<file path="src/design/cwmr_pkg.sv">
// Shared constants, codes and types of the convolution window MAC block.
package cwmr_pkg;

	localparam int MAX_WIDTH  = 64;
	localparam int MAX_HEIGHT = 64;
	localparam int MAX_DEPTH  = 16;
	localparam int MAX_KERNEL = 5;

	localparam int PAD_LIMIT    = MAX_KERNEL / 2;
	localparam int STORE_W      = MAX_WIDTH + 2 * PAD_LIMIT;
	localparam int STORE_H      = MAX_HEIGHT + 2 * PAD_LIMIT;
	localparam int WEIGHT_COUNT = MAX_KERNEL * MAX_KERNEL * MAX_DEPTH;
	localparam int SAMPLE_COUNT = STORE_W * STORE_H * MAX_DEPTH;

	localparam int SA_W = $clog2(SAMPLE_COUNT);
	localparam int WA_W = $clog2(WEIGHT_COUNT);

	localparam int COORD_W  = 6;
	localparam int PY_W     = COORD_W + 1;
	localparam int DIM_W    = 7;
	localparam int KS_W     = 3;
	localparam int DEPTH_W  = 5;
	localparam int CH_W     = 4;
	localparam int PAD_W    = 2;
	localparam int REQ_W    = 2;
	localparam int VALUE_W  = 16;
	localparam int LEVEL_W  = 8;
	localparam int ACT_W    = 15;
	localparam int PROD_W   = 2 * VALUE_W;
	localparam int ACC_W    = 42;
	localparam int FRAC_SHIFT = 14;
	localparam int ACT_MAX  = (1 << ACT_W) - 1;

	localparam int REG_COUNT = 6;
	localparam int DATA_W    = 32;
	localparam int PADDR_W   = $clog2(REG_COUNT * 4);
	localparam int RIDX_W    = PADDR_W - 2;

	typedef enum logic [REQ_W-1:0] {
		REQ_WEIGHT  = 2'd0,
		REQ_SAMPLE  = 2'd1,
		REQ_COMPUTE = 2'd2
	} req_t;

	typedef enum logic [RIDX_W-1:0] {
		REG_KERNEL = 3'd0,
		REG_DEPTH  = 3'd1,
		REG_WIDTH  = 3'd2,
		REG_HEIGHT = 3'd3,
		REG_BIAS   = 3'd4,
		REG_LEVEL  = 3'd5
	} reg_idx_t;

	typedef struct packed {
		logic [KS_W-1:0]           k;
		logic [PAD_W-1:0]          pad;
		logic [DIM_W-1:0]          w;
		logic [DIM_W-1:0]          h;
		logic [DEPTH_W-1:0]        d;
		logic signed [VALUE_W-1:0] bias;
		logic [LEVEL_W-1:0]        level;
	} cfg_t;

endpackage

</file>
<file path="src/design/cwmr_regs.sv">
// Configuration register file with APB-style access and clamped working values.
module cwmr_regs (
	input  logic                          clk,
	input  logic                          arst_n,
	input  logic                          psel,
	input  logic                          penable,
	input  logic                          pwrite,
	input  logic [cwmr_pkg::PADDR_W-1:0]  paddr,
	input  logic [cwmr_pkg::DATA_W-1:0]   pwdata,
	output logic [cwmr_pkg::DATA_W-1:0]   prdata,
	output logic                          pready,
	output cwmr_pkg::cfg_t                cfg
);

	logic [cwmr_pkg::KS_W-1:0]           ks_q;
	logic [cwmr_pkg::DEPTH_W-1:0]        depth_q;
	logic [cwmr_pkg::DIM_W-1:0]          width_q;
	logic [cwmr_pkg::DIM_W-1:0]          height_q;
	logic signed [cwmr_pkg::VALUE_W-1:0] bias_q;
	logic [cwmr_pkg::LEVEL_W-1:0]        level_q;
	logic [cwmr_pkg::RIDX_W-1:0]         idx;
	logic                                wr;
	logic [cwmr_pkg::KS_W-1:0]           k_eff;

	assign pready = 1'b1;
	assign idx    = paddr[cwmr_pkg::PADDR_W-1:2];
	assign wr     = psel && penable && pwrite && pready;

	always_ff @(posedge clk or negedge arst_n) begin
		if (!arst_n) begin
			ks_q     <= cwmr_pkg::KS_W'(3);
			depth_q  <= cwmr_pkg::DEPTH_W'(cwmr_pkg::MAX_DEPTH);
			width_q  <= cwmr_pkg::DIM_W'(cwmr_pkg::MAX_WIDTH);
			height_q <= cwmr_pkg::DIM_W'(cwmr_pkg::MAX_HEIGHT);
			bias_q   <= '0;
			level_q  <= '0;
		end else if (wr) begin
			case (idx)
				cwmr_pkg::REG_KERNEL: ks_q     <= pwdata[cwmr_pkg::KS_W-1:0];
				cwmr_pkg::REG_DEPTH:  depth_q  <= pwdata[cwmr_pkg::DEPTH_W-1:0];
				cwmr_pkg::REG_WIDTH:  width_q  <= pwdata[cwmr_pkg::DIM_W-1:0];
				cwmr_pkg::REG_HEIGHT: height_q <= pwdata[cwmr_pkg::DIM_W-1:0];
				cwmr_pkg::REG_BIAS:   bias_q   <= pwdata[cwmr_pkg::VALUE_W-1:0];
				cwmr_pkg::REG_LEVEL:  level_q  <= pwdata[cwmr_pkg::LEVEL_W-1:0];
				default: begin
				end
			endcase
		end
	end

	always_comb begin
		prdata = '0;
		case (idx)
			cwmr_pkg::REG_KERNEL: prdata = cwmr_pkg::DATA_W'(ks_q);
			cwmr_pkg::REG_DEPTH:  prdata = cwmr_pkg::DATA_W'(depth_q);
			cwmr_pkg::REG_WIDTH:  prdata = cwmr_pkg::DATA_W'(width_q);
			cwmr_pkg::REG_HEIGHT: prdata = cwmr_pkg::DATA_W'(height_q);
			cwmr_pkg::REG_BIAS:   prdata = cwmr_pkg::DATA_W'(bias_q);
			cwmr_pkg::REG_LEVEL:  prdata = cwmr_pkg::DATA_W'(level_q);
			default:              prdata = '0;
		endcase
	end

	always_comb begin
		if (ks_q == '0) begin
			k_eff = cwmr_pkg::KS_W'(1);
		end else if (ks_q > cwmr_pkg::KS_W'(cwmr_pkg::MAX_KERNEL)) begin
			k_eff = cwmr_pkg::KS_W'(cwmr_pkg::MAX_KERNEL);
		end else begin
			k_eff = ks_q;
		end
	end

	assign cfg.k     = k_eff;
	assign cfg.pad   = cwmr_pkg::PAD_W'(k_eff >> 1);
	assign cfg.w     = (width_q > cwmr_pkg::DIM_W'(cwmr_pkg::MAX_WIDTH)) ?
		cwmr_pkg::DIM_W'(cwmr_pkg::MAX_WIDTH) : width_q;
	assign cfg.h     = (height_q > cwmr_pkg::DIM_W'(cwmr_pkg::MAX_HEIGHT)) ?
		cwmr_pkg::DIM_W'(cwmr_pkg::MAX_HEIGHT) : height_q;
	assign cfg.d     = (depth_q > cwmr_pkg::DEPTH_W'(cwmr_pkg::MAX_DEPTH)) ?
		cwmr_pkg::DEPTH_W'(cwmr_pkg::MAX_DEPTH) : depth_q;
	assign cfg.bias  = bias_q;
	assign cfg.level = level_q;

endmodule

</file>
<file path="config.mk">
export PLATFORM = sky130hd
export DESIGN_NAME = cwmr_regs
export DESIGN_NICKNAME = d
export VERILOG_FILES = /design/src/design/cwmr_pkg.sv /design/src/design/cwmr_regs.sv
export SDC_FILE = /design/constraint.sdc
export NUM_CORES = 1
export LEC_CHECK = 0
export BUFFER_PORTS_ARGS = -buffer_cell sky130_fd_sc_hd__buf_2
export CORE_MARGIN = 2
export CORE_UTILIZATION = 46
export DETAILED_ROUTE_END_ITERATION = 8
export PLACE_DENSITY = 0.8
export SYNTH_ARGS = -nofsm -noshare
export SYNTH_HDL_FRONTEND = slang
export SYNTH_SLANG_ARGS = --single-unit
export TNS_END_PERCENT = 5
</file>
<file path="constraint.sdc">
create_clock -name clk -period 1.7 [get_ports clk]
set_input_delay 0.17 -clock clk [delete_from_list [all_inputs] [get_ports clk]]
set_output_delay 0.17 -clock clk [all_outputs]
set_load 0.005 [all_outputs]
</file>
==> key figures <==
Run status
  • Status: completed

Critical path
  • Critical Path Sink: prdata[2]
  • RR Startpoint: height_q[6]
  • WS Path Type: flop to output port
  • R2r endpoint: height_q[6]
  • Worst path bufs/invs: 1
  • FF-to-FF path depth: 1
  • Required @ worst endpoint: roughly 1500 ps
  • Crit. Startpoint: height_q[2]
  • CP top delay family: multiplexers
  • Crit path cell chain: mux4_2, nand2b_1, o21ai_1, buf_2
  • Worst path depth: 4
  • Slowest stage delay, CP: about 470 ps
  • Flop-to-flop setup slack: 810 ps
  • Crit-path max FO: 3
  • CP max stage cell: mux4_2
  • Worst setup SP type: flop
  • Arr. time, crit path: 1460 ps
  • Setup crit end kind: output port

Timing
  • Setup Skew: 0 ps
  • Final setup viols: 0
  • Highest clock rate: 0.613 GHz
  • Tmin final: ~1600 ps
  • Period utilisation layout: 0.959
  • Final Hold Viols: 0
  • RSZ-0062 raised after global routing: no
  • Post-route setup TNS: 0 ps
  • WHS: between 90 and 100 ps
  • Fin. max-slew vios: 0

Power
  • Peak VDD IR: 0.000467 V
  • Pint: 2.29 mW
  • LEAKAGE: 1.65 nW
  • Combinational power share: 0.264
  • Clock network power share: 0.262
  • Sequential share of power: 0.475
  • Pwr/cell area: 1030 nW/um^2
  • Switch share: 0.276
  • Psw: 0.874 mW

Floorplan
  • Ports: 123
  • Row Count: 26
  • Die extent in x: between 70 and 80 um
  • Core area: 5170 um^2
  • Initial Util: 0.485
  • Die ar.: 6070 um^2
  • Vert. Die Dim: 77.9 um

Drt
  • DRT Pass-1 Iters: 4
  • Via-per-instance ratio: slightly above 5
  • Drc violations: 0
  • Drt first-iter violations: 70
  • Via count: 1778
  • Final ANT Viol Nets: 0
  • Post-Route WL: 5700 um
  • Avg WL per Cell: 16.1 um

Logic synthesis
  • Cell count after synthesis: 194
  • Largest cells by area after synthesis: dfrtp_1 (41%), mux2_2 (21%), buf_4 (6.0%)
  • Register area share after synthesis: 0.461
  • Post-synth top cells: mux2_2 (46), dfrtp_1 (41), buf_4 (20)
  • EDFF count, synth: 0
  • Main synth FF type: dfrtp_1
  • Most common cell in the netlist: mux2_2
  • Syn_area_per_cell: 12.9 um^2
  • Post-synthesis register bit count: 46
  • YS warnings: 0
  • Post-Syn Area: 2510 um^2
  • Mapped Nets: 236
  • Yosys cell types: 30
  • Post-synth top area share: 0.409
  • Asr flop ratio synth: 1.00
  • Yosys top cell by area: dfrtp_1

Placed design
  • Detailed-placement wirelength estimate: ~4200 um
  • IO buf count: 103
  • GPL Wtd Cong: between 0.8 and 0.9

Cells and area
  • Fillers: 445
  • Antenna fix cells: 0
  • Share of layout cells above drive strength 1: 0.636
  • Area growth syn-to-layout: 22.7%
  • Final net count: 324

Run
  • MaxCap Viol Count: 0

Clocking
  • Reg clk slew, reported paths: 90 ps
  • Clock Latency Late Sink: 290 ps
  • TritonCTS buffer count: 5
  • CTS Buffer Depth: 2
  • H-tree depth: 2
  • Root buffer cell: clkbuf_8
  • CTS Sinks: 46
  • CTS tree: done

Global routing
  • Vias in the first global route: 1849
  • Largest net degree at the start of global routing: 29
  • GRT Overall Usage: 0.193
  • GRT overflow: 0
  • First-pass GRT wire length: 9160 um
  • Antenna violations before repair: 0

Min path
  • Worst hold path class: input pin to flop
-- worst min-delay path by stage --
stage                     slack (ps)          to  startpoint  cells past startpoint
after CTS                         90  bias_q[15]  pwdata[15]                      2
after global routing              90  bias_q[11]  pwdata[11]                      2
after detailed placement         160  depth_q[1]      arst_n                      1
after global placement           150  depth_q[1]      arst_n                      1
after floorplan                 -130   bias_q[0]      arst_n                      0
final                            100  bias_q[15]  pwdata[15]                      2
-- sequential cells by signal, indices dropped and copies added (netlist names) --
signal,flops
ks_q,3
height_q,7
width_q,7
bias_q,16
depth_q,5
level_q,8
-- metrics by stage --
step / utilization / area (um^2) / cells / power [mW] / worst slack [ps]
after global routing: 0.596 / 3080 / 353 / 3.33 / 7.21
after CTS: 0.597 / 3090 / 353 / 3.20 / 17.2
after global placement: 0.571 / 2950 / 343 / 2.33 / 130
after detailed placement: 0.571 / 2950 / 343 / 2.36 / 105
after floorplan: - / 2510 / 194 / 1.97 / 59.9
final: 0.596 / 3080 / 353 / 3.17 / 69.5
-- power groups by stage --
stage	logic, mW	registers, mW	clock network [mW]
after global placement	0.805	1.52	0
final	0.835	1.50	0.828
after detailed placement	0.829	1.53	0
after floorplan	0.476	1.49	0
after CTS	0.845	1.50	0.851
after global routing	0.912	1.55	0.875
-- placed cells by master (no fill, tap or decap) --
cell type      netlist  layout
nor2b_1             17      17
nor2_4               2       2
nor2_8               2       2
mux2_2              46      46
a31o_2               1       1
buf_2                2     103
o21bai_1             1       1
clkbuf_1             4       1
mux4_2               1       2
buf_4               20       6
nor2_1               4       4
nand4_4              1       1
bufinv_16            0       1
dfstp_2              5       5
o21a_1               2       2
nor3_4               1       1
conb_1               1       1
and2_1               8       8
buf_12               0       1
a221oi_1             1       1
o221ai_1             1       1
inv_1                3       3
nand2b_4             1       1
dfrtp_1             41      41
mux2i_1             13      13
nor3_2               1       1
clkbuf_8             0       6
nand2b_1             3       3
o22ai_1              4       4
dlygate4sd3_1        0       1
o21ai_1              0       2
nand4b_4             1       1
-- layout make-up --
class	count	area (um^2)	share of cell area
sequential	46	1160	0.376
multi-input combinational	115	1120	0.363
timing repair buffer	111	591	0.192
tap	70	87.6	0.0284
clock buffer	7	86.3	0.0280
clock inverter	1	30.0	0.00974
inverter	3	11.3	0.00365
-- layer usage --
layer / share of wire / routed length (um) / GRT usage / up-vias
met4: 0.012 / 70 / 0.0589 / 0
met2: 0.52 / 2940 / 0.347 / 61
li1: - / - / - / 825
met1: 0.43 / 2420 / 0.235 / 886
met3: 0.046 / 260 / 0.0337 / 6
met5: 0 / 0 / 0 / -
-- what timing repair did --
action,4_1_cts,5_1_grt
setup endpoints to repair,1,3
gates cloned,0,0
pin swaps,0,1
hold buffers,1,0
buffers inserted,1,0
hold endpoints to repair,16,0
gates resized for setup,0,3
-- logic make-up (layout without fill, tap and decap cells) --
logic type | Yosys count | after routing | synth area share
AOI/OAI and AO/OA | 12 | 12 | 0.0334
other | 1 | 1 | 0.00149
and+or+nand+nor | 41 | 41 | 0.135
muxes | 61 | 61 | 0.278
DFF | 46 | 46 | 0.461
buffers and inverters | 33 | 122 | 0.0922
Note: power is estimated with default switching activity, not from simulation.
